[src/rtl/gbl_pkg.sv]
`timescale 1ns / 1ps
// ----------------------------------------------------------------------------
// gbl_pkg
// Shared types, codes and helpers of the group-of-pictures bit budget ledger.
// ----------------------------------------------------------------------------
package gbl_pkg;

	localparam int MAX_GROUPS_DEF = 1024;
	localparam int BITS_WIDTH     = 48;

	// serial multiply-divide unit widths
	localparam int MD_AW = 48;
	localparam int MD_BW = 40;
	localparam int MD_PW = MD_AW + MD_BW;
	localparam int MD_DW = 48;
	localparam int MD_CW = 7;

	localparam logic [BITS_WIDTH-1:0] BITS_MAX    = '1;
	localparam logic [47:0]           HUNDRED_Q16 = 48'd6553600;
	localparam logic [47:0]           DEV_MAX     = 48'h7FFF_FFFF_FFFF;
	localparam logic [47:0]           DEV_LIM     = 48'h7FFF_FFFF_FFFF + 48'd6553600;

	localparam logic [2:0] OP_LOAD   = 3'd0;
	localparam logic [2:0] OP_SEAL   = 3'd1;
	localparam logic [2:0] OP_LAUNCH = 3'd2;
	localparam logic [2:0] OP_COMMIT = 3'd3;
	localparam logic [2:0] OP_REPORT = 3'd4;

	localparam logic [1:0] ST_OK    = 2'd0;
	localparam logic [1:0] ST_ORDER = 2'd1;
	localparam logic [1:0] ST_VALUE = 2'd2;
	localparam logic [1:0] ST_PHASE = 2'd3;

	localparam logic [1:0] REG_BIT_RATE = 2'd0;
	localparam logic [1:0] REG_RATE_NUM = 2'd1;
	localparam logic [1:0] REG_RATE_DEN = 2'd2;

	typedef struct packed {
		logic [2:0]  operation;
		logic [9:0]  group_index;
		logic [15:0] group_frames;
		logic [23:0] group_scale;
		logic [47:0] coded_bits;
	} gbl_in_t;

	typedef struct packed {
		logic [1:0]         status;
		logic [31:0]        multiplier;
		logic [47:0]        reserved_budget_out;
		logic signed [47:0] deviation;
	} gbl_out_t;

	typedef struct packed {
		logic [MD_AW-1:0] a;
		logic [MD_BW-1:0] b;
		logic [MD_DW-1:0] d;
	} gbl_md_req_t;

	typedef enum logic [2:0] {
		S_IDLE,
		S_EVAL,
		S_MD1,
		S_MD2,
		S_DONE
	} gbl_state_t;

	typedef enum logic [1:0] {
		MD_IDLE,
		MD_MUL,
		MD_DIV
	} gbl_md_state_t;

	function automatic logic [BITS_WIDTH-1:0] sat_add(input logic [BITS_WIDTH-1:0] a,
		input logic [BITS_WIDTH-1:0] b);
		logic [BITS_WIDTH:0] s;
		s = {1'b0, a} + {1'b0, b};
		return s[BITS_WIDTH] ? BITS_MAX : s[BITS_WIDTH-1:0];
	endfunction

endpackage

[src/rtl/gbl_muldiv.sv]
`timescale 1ns / 1ps
// ----------------------------------------------------------------------------
// gbl_muldiv
// Serial floor(a * b / d): shift-add multiply, one bit a cycle, then
// restoring division, one quotient bit a cycle.
// ----------------------------------------------------------------------------
module gbl_muldiv (
	input  logic                       clk,
	input  logic                       arst_n,
	input  logic                       go,
	input  gbl_pkg::gbl_md_req_t       req,
	output logic                       done,
	output logic [gbl_pkg::MD_PW-1:0]  quo
);

	localparam logic [gbl_pkg::MD_CW-1:0] MUL_LAST = gbl_pkg::MD_CW'(gbl_pkg::MD_BW - 1);
	localparam logic [gbl_pkg::MD_CW-1:0] DIV_LAST = gbl_pkg::MD_CW'(gbl_pkg::MD_PW - 1);

	gbl_pkg::gbl_md_state_t st_q, st_nx;
	logic [gbl_pkg::MD_CW-1:0] cnt_q;
	logic                      done_q;
	logic [gbl_pkg::MD_AW-1:0] a_q;
	logic [gbl_pkg::MD_BW-1:0] b_q;
	logic [gbl_pkg::MD_DW-1:0] d_q;
	logic [gbl_pkg::MD_PW-1:0] acc_q;
	logic [gbl_pkg::MD_DW-1:0] rem_q;
	logic [gbl_pkg::MD_DW:0]   trial;
	logic                      ge;

	assign trial = {rem_q, acc_q[gbl_pkg::MD_PW-1]};
	assign ge    = trial >= {1'b0, d_q};

	always_comb begin
		st_nx = st_q;
		case (st_q)
			gbl_pkg::MD_IDLE: begin
				if (go) st_nx = gbl_pkg::MD_MUL;
			end
			gbl_pkg::MD_MUL: begin
				if (cnt_q == '0) st_nx = gbl_pkg::MD_DIV;
			end
			gbl_pkg::MD_DIV: begin
				if (cnt_q == '0) st_nx = gbl_pkg::MD_IDLE;
			end
			default: st_nx = gbl_pkg::MD_IDLE;
		endcase
	end

	always_ff @(posedge clk or negedge arst_n) begin
		if (!arst_n) begin
			st_q   <= gbl_pkg::MD_IDLE;
			cnt_q  <= '0;
			done_q <= 1'b0;
		end else begin
			st_q   <= st_nx;
			done_q <= (st_q == gbl_pkg::MD_DIV) && (cnt_q == '0);
			case (st_q)
				gbl_pkg::MD_IDLE: cnt_q <= MUL_LAST;
				gbl_pkg::MD_MUL:  cnt_q <= (cnt_q == '0) ? DIV_LAST : cnt_q - 1'b1;
				gbl_pkg::MD_DIV:  cnt_q <= cnt_q - 1'b1;
				default:          cnt_q <= '0;
			endcase
		end
	end

	always_ff @(posedge clk) begin
		case (st_q)
			gbl_pkg::MD_IDLE: begin
				if (go) begin
					a_q   <= req.a;
					b_q   <= req.b;
					d_q   <= req.d;
					acc_q <= '0;
					rem_q <= '0;
				end
			end
			gbl_pkg::MD_MUL: begin
				acc_q <= {acc_q[gbl_pkg::MD_PW-2:0], 1'b0}
					+ (b_q[gbl_pkg::MD_BW-1] ? {{gbl_pkg::MD_BW{1'b0}}, a_q} : '0);
				b_q   <= {b_q[gbl_pkg::MD_BW-2:0], 1'b0};
			end
			gbl_pkg::MD_DIV: begin
				acc_q <= {acc_q[gbl_pkg::MD_PW-2:0], ge};
				rem_q <= ge ? gbl_pkg::MD_DW'(trial - {1'b0, d_q}) : trial[gbl_pkg::MD_DW-1:0];
			end
			default: ;
		endcase
	end

	assign done = done_q;
	assign quo  = acc_q;

endmodule

[config.mk]
export PLATFORM = sky130hd
export DESIGN_NAME = gbl_muldiv
export DESIGN_NICKNAME = d
export VERILOG_FILES = /design/src/rtl/gbl_pkg.sv /design/src/rtl/gbl_muldiv.sv
export SDC_FILE = /design/constraint.sdc
export NUM_CORES = 1
export LEC_CHECK = 0
export ABC_AREA = 1
export BUFFER_PORTS_ARGS = -buffer_cell sky130_fd_sc_hd__buf_2
export CORE_ASPECT_RATIO = 1.2
export CORE_UTILIZATION = 55
export CTS_CLUSTER_DIAMETER = 50
export DETAILED_ROUTE_END_ITERATION = 10
export HOLD_SLACK_MARGIN = 0.03
export PLACE_DENSITY = 0.75
export SYNTH_ARGS = -nofsm -noshare
export SYNTH_HDL_FRONTEND = slang
export SYNTH_SLANG_ARGS = --single-unit
[constraint.sdc]
create_clock -name clk -period 6.1 [get_ports clk]
set_input_delay 0.305 -clock clk [delete_from_list [all_inputs] [get_ports clk]]
set_output_delay 0.305 -clock clk [all_outputs]
set_load 0.02 [all_outputs]
; ---- Yosys cells after proc, flatten, opt, wreduce, memory -nomap -nowiden
; Index checks and enable logic that the tools add are counted.
[totals]
reg_bits = 282
[classes]
n_eq_ne = 5
add_sub_neg = 3
magnitude_cmp = 1
reduce_logical = 11
mux = 14
[op_table]
columns = cell, n
row1 = 88-bit case mux with 3 select lines, 1
row2 = 48-bit two-way mux, 3
row3 = 48-bit case mux with 2 select lines, 1
row4 = 88-bit by 48-bit adder with 88-bit output, 1
row5 = 88-bit two-way mux, 1
row6 = 40-bit case mux with 2 select lines, 1
row7 = 49-bit by 48-bit >= comparator with 1-bit output, 1
row8 = 48-bit subtractor, 1
row9 = 40-bit two-way mux, 1
row10 = 7-bit case mux with 3 select lines, 1
row11 = 2-bit AND reduction, 4
row12 = 7-bit logical NOT, 1
row13 = 7-bit two-way mux, 1
row14 = "7-bit by 1-bit subtractor with 7-bit output, second input constant", 1
row15 = 2-bit two-way mux, 3
row16 = 2-bit case mux with 3 select lines, 1
row17 = "2-bit != test, second input constant", 2
row18 = 2-bit nonzero test, 2
row19 = 3-bit AND reduction, 1
row20 = 3-bit nonzero test, 1
row21 = "2-bit by 1-bit == test with 1-bit output, second input constant", 1
row22 = "2-bit == test, second input constant", 1
row23 = 2-bit logical NOT, 1
row24 = "2-bit by 1-bit != test with 1-bit output, second input constant", 1
row25 = 1-bit logical AND, 1

; ---- Depth between registers and ports, before layout
[depth]
ltp_word = 3
depth_mapped = 20

; ---- Worst setup path after synthesis
; Ideal clock, no wire load.
[synth_timing]
path_kind = register to register
start = reg st_q[0]
end = reg acc_q (netlist bit quo[0]), enable pin
path_buffers = 0
arrival_time_ps = 4532
setup_time_ps = 537
slack_ps = 1031
path_stages_with_launch = 6
cell_sequence = dfrtp_1 inv_1 ha_1 inv_1 nor2_1 nor2_1
[synth_between]
elab_chain_len = 3
elab_cells_between_ends = 6
classes_between = eq/ne: 3 / reduce/logical: 3
[synth_lines]
columns = element, line
row1 = "start, declared", gbl_muldiv.sv:19  ; gbl_pkg::gbl_md_state_t st_q, st_nx;
row2 = "start signal, assigned", gbl_muldiv.sv:51  ; st_q <= gbl_pkg::MD_IDLE;
row3 = "start signal, assigned", gbl_muldiv.sv:55  ; st_q <= st_nx;
row4 = "2-bit == test, or another cell as far along", gbl_muldiv.sv:67  ; case (st_q)
row5 = 3-bit nonzero test (no line) / 2-bit != test (equally long branches), -
row6 = 2-bit AND reduction (no line) (*), -
row7 = "end signal, assigned", gbl_muldiv.sv:78  ; acc_q <= {acc_q[gbl_pkg::MD_PW-2:0], 1'b0}
row8 = "end signal, assigned", gbl_muldiv.sv:83  ; acc_q <= {acc_q[gbl_pkg::MD_PW-2:0], ge};
row9 = "end, declared", gbl_muldiv.sv:25  ; logic [gbl_pkg::MD_PW-1:0] acc_q;
; Mark *: on every way between the ends. The rest lies on a longest branch, timed or not.
; A chain may end at the register's enable or synchronous reset.

; ---- Worst setup path after layout
[layout_timing]
start = reg b_q[39] (netlist name)
end = reg acc_q (netlist bit quo[87]), data pin
[layout_between]
elab_chain_len = 3
[layout_lines]
columns = element, line
row1 = "start, declared", gbl_muldiv.sv:23  ; logic [gbl_pkg::MD_BW-1:0] b_q;
row2 = "start signal, assigned", gbl_muldiv.sv:71  ; b_q <= req.b;
row3 = "start signal, assigned", gbl_muldiv.sv:80  ; b_q <= {b_q[gbl_pkg::MD_BW-2:0], 1'b0};
row4 = 48-bit two-way mux, gbl_muldiv.sv:79  ; + (b_q[gbl_pkg::MD_BW-1] ? {{gbl_pkg::MD_BW{1'b0}}, a_q} : '0);
row5 = 88-bit by 48-bit adder with 88-bit output, gbl_muldiv.sv:79
row6 = 88-bit case mux with 3 select lines, gbl_muldiv.sv:67
; No other way between the ends.

==> impl_metrics.yaml <==
place:
  dp.final_hpwl_um: 53500
  place_worst_setup_slack_ns: 2.55
  numPlacedInstances: 3706
  routabilityCongestion: 1.09
  io_buffer_count: 227
drt:
  drcViolationCount: 0
  dr_total_vias: 21437
  detailedRoute.firstPassIterationCount: 10
  drtIter0Drc: 1647
  wire_per_inst_um: 18.4
  vias_per_cell: 5.51
  finalWirelength_um: 71600
  detail-route-antenna-nets: 0
cts:
  cts.sink_count: 282
  post_cts_resized: 0
  tritoncts: "done"
  worst_setup_hold_path_clk_slew_ns: 0.06
  cts-htree-levels: 2
  worst_skew_pair.late_latency_ns: 0.56
  cts_made_buffers: 34
  cts_root_buf: "clkbuf_16"
  max-clock-path-buffers: 3
die:
  initial_utilization_pct: 55.8
  die_w_um: 181
  floorplan.core_area_um2: 37800
  die_area_um2: 39100
  rows: 78
  i_o_pins: 228
  floorplan.die.height_um: 216
worst_hold_path:
  hold_class: "input pin to register"
  worst_hold_path_endpoint: "b_q[13]$_DFFE_PP_"
  worst_hold_startpoint: "req[61]"
  min_path_cells: 3
yosys:
  synth.lib_cells_used.distinct: 43
  synth.top_cell.area_share_pct: 38.8
  synth_fa_ha_area_share_pct: 6.13
  synth_area_per_cell_um2: 6.92
  postSynthCellCount: 3046
  synth_nets: 3287
  synth.yosys.seq_area_share_pct: 40.0
  synth-async-reset-ratio_pct: 3.55
  ys_top_cells_by_area: "edfxtp_1 (39%), nand2_1 (20%), inv_1 (8.8%)"
  yosys.area.top_type: "edfxtp_1"
  synth-warning-count: 0
  main_combinational_cell_family_by_area_after_synthesis: "simple AND/OR/NAND/NOR gates"
  compound_gate_portion_of_the_synthesized_area_pct: 10.0
  synth_seq_cells: 282
  muxShareOfSynthArea_pct: 0
  yosys.area_share.simple_pct: 32.8
  ys_top_cells_by_count: "nand2_1 (1,122), inv_1 (493), nor2_1 (299)"
  synth-edff-count: 272
  synth-xor-area-share_pct: 0.914
  post_syn_area_um2: 21100
  synth_flop_cell: "edfxtp_1"
  yosys.cell_count.top_type: "nand2_1"
sta:
  rsz0062_at_grt: "false"
  worst_hold_slack_ns: 0.0482
  timing.setup.tns_ns: 0
  timing.fmax_mhz: 273
  max_slew.worst_pin.slew_ns: 1.22
  final-max-slew-violation-count: 0
  hold_viol_final: 0
  worst_slew_margin_rel_pct: 18.3
  skew_ns: 0.0278
  fin_crit_ns: 3.66
  finalSetupViolCount: 0
  fin_crit_sh_pct: 60.0
  post_layout_worst_setup_margin_ns: 2.44
setup_path:
  worst-r2r-setup-slack_ns: 2.44
  timing.setup.critical_path_class: "register to register"
  worstPathMaxFanout: 48
  crit_path_start_kind: "register"
  worst-endpoint-arrival_ns: 3.93
  end_kind: "register"
  worst_r2r_startpoint: "b_q[39]$_DFFE_PP_"
  worst_ep_required_time_ns: 6.37
  worst_r2r_endpoint: "quo[87]$_DFFE_PP_"
  reg2regPathDepth: 16
layout:
  number_of_nets_in_the_finished_design: 3630
  finalNonFillerCells: 3893
  drive_gt1_share_pct: 10.1
  syn2layout_area_growth_pct: 18.7
flow_run:
  timing.max_cap.violations: 0
power:
  power-per-cell-area_nw_per_um2: 509
  ir_drop_uv: 633
  cellLeakagePower_nw: 12.3
global_routing:
  grt_max_degree: 87
  grt.overflow.total: 0
  vias_in_the_first_global_route: 21508
  track_usage_pct: 36.7
  global_route_wire_length_before_repair_um: 111000
  grt_antenna_before_repair: 2
status:
  outcome: "complete, no violations"
## flip-flops by register name (all words and copies together), names as in the netlist
name and flops:
d_q 48, done 1, cnt_q 7, quo 88, rem_q 48, b_q 40
st_q 2, a_q 48
## cells by family after synthesis
family | Yosys count
AO/OA/AOI/OAI | 392
XOR/XNOR | 22
adder cells (fa/ha/maj) | 102
buffers and inverters | 556
flip-flops | 282
AND/OR/NAND/NOR | 1692
## where the power goes
group / switching [W] / internal (W)
Sequential: 0.000640 / 0.00318
Clock: 0.000840 / 0.00115
Combinational: 0.00487 / 0.00206
Total: 0.00635 / 0.00638
## final cells by class
cell class,instances,area [µm²]
inverters,499,1880
clock inverters,18,166
well taps,480,601
clock buffers,41,898
fillers,3312,12800
repair buffers,364,2480
multi-input cells,2208,10600
diodes,1,2.50
flip-flops and latches,282,8420
## worst max path at each step
stage / start / to / slack (ns) / depth (start not counted)
finish: b_q[39]$_DFFE_PP_ / quo[87]$_DFFE_PP_ / 2.44 / 16
global route: b_q[39]$_DFFE_PP_ / quo[87]$_DFFE_PP_ / 2.30 / 17
CTS: b_q[39]$_DFFE_PP_ / quo[87]$_DFFE_PP_ / 2.53 / 16
detailed placement: b_q[39]$_DFFE_PP_ / quo[87]$_DFFE_PP_ / 2.55 / 16
global placement: b_q[39]$_DFFE_PP_ / quo[87]$_DFFE_PP_ / 2.52 / 16
floorplan: st_q[0]$_DFFE_PN0P_ / quo[0]$_DFFE_PP_ / 1.03 / 5
## cell usage in the layout, fill, tap and decap left out, types with 7 or more instances in the layout
cell and instances:
nand3_1 136, nor3_1 24, ha_1 98, inv_1 492, a21oi_1 220, nor2_1 298
clkbuf_16 35, nand2_1 1122, dlygate4sd3_1 127, buf_2 227, xnor2_1 20, dfrtp_1 10
nor2_2 16, buf_4 10, o21bai_1 20, o21ai_2 7, nor4_1 7, edfxtp_1 272
nand4_1 46, o21ai_0 110, nand3b_1 20
## critical path: stages (launching register included)
cell,delay [ns]
edfxtp_1,0.35
buf_4,0.31
nand2_1,0.12
inv_1,0.05
ha_1,0.21
fa_1,0.41
nand3_1,0.13
nor2_1,0.08
inv_1,0.05
nand3_1,0.16
nand3_1,0.12
nand3b_1,0.25
nand2_1,0.15
nand3_1,0.27
nand3_1,0.16
nand2_1,0.06
a21oi_1,0.49
## through the flow
| step | util [%] | instance area [µm²] | power, W |
|---|---|---|---|
| 2_1_floorplan | - | 21100 | 0.00846 |
| 3_3_place_gp | 60.0 | 22700 | 0.0104 |
| 3_5_place_dp | 60.0 | 22700 | 0.0105 |
| 4_1_cts | 66.2 | 25000 | 0.0126 |
| 5_1_grt | 66.2 | 25000 | 0.0136 |
| 6_report | 66.2 | 25000 | 0.0127 |
## what timing repair did
action	CTS	global route
hold buffers	127	0
setup buffers	0	0
endpoints found under the hold margin	136	0
## layer usage
| metal | track usage [%] | vias to the layer above | routed length [µm] |
|---|---|---|---|
| met5 | 0 | - | 14 |
| li1 | - | 10413 | - |
| met4 | 24.5 | 2 | 5030 |
| met3 | 4.62 | 243 | 4080 |
| met2 | 66.4 | 867 | 35800 |
| met1 | 40.2 | 9912 | 26700 |
Power figures use the tool's default switching activity.
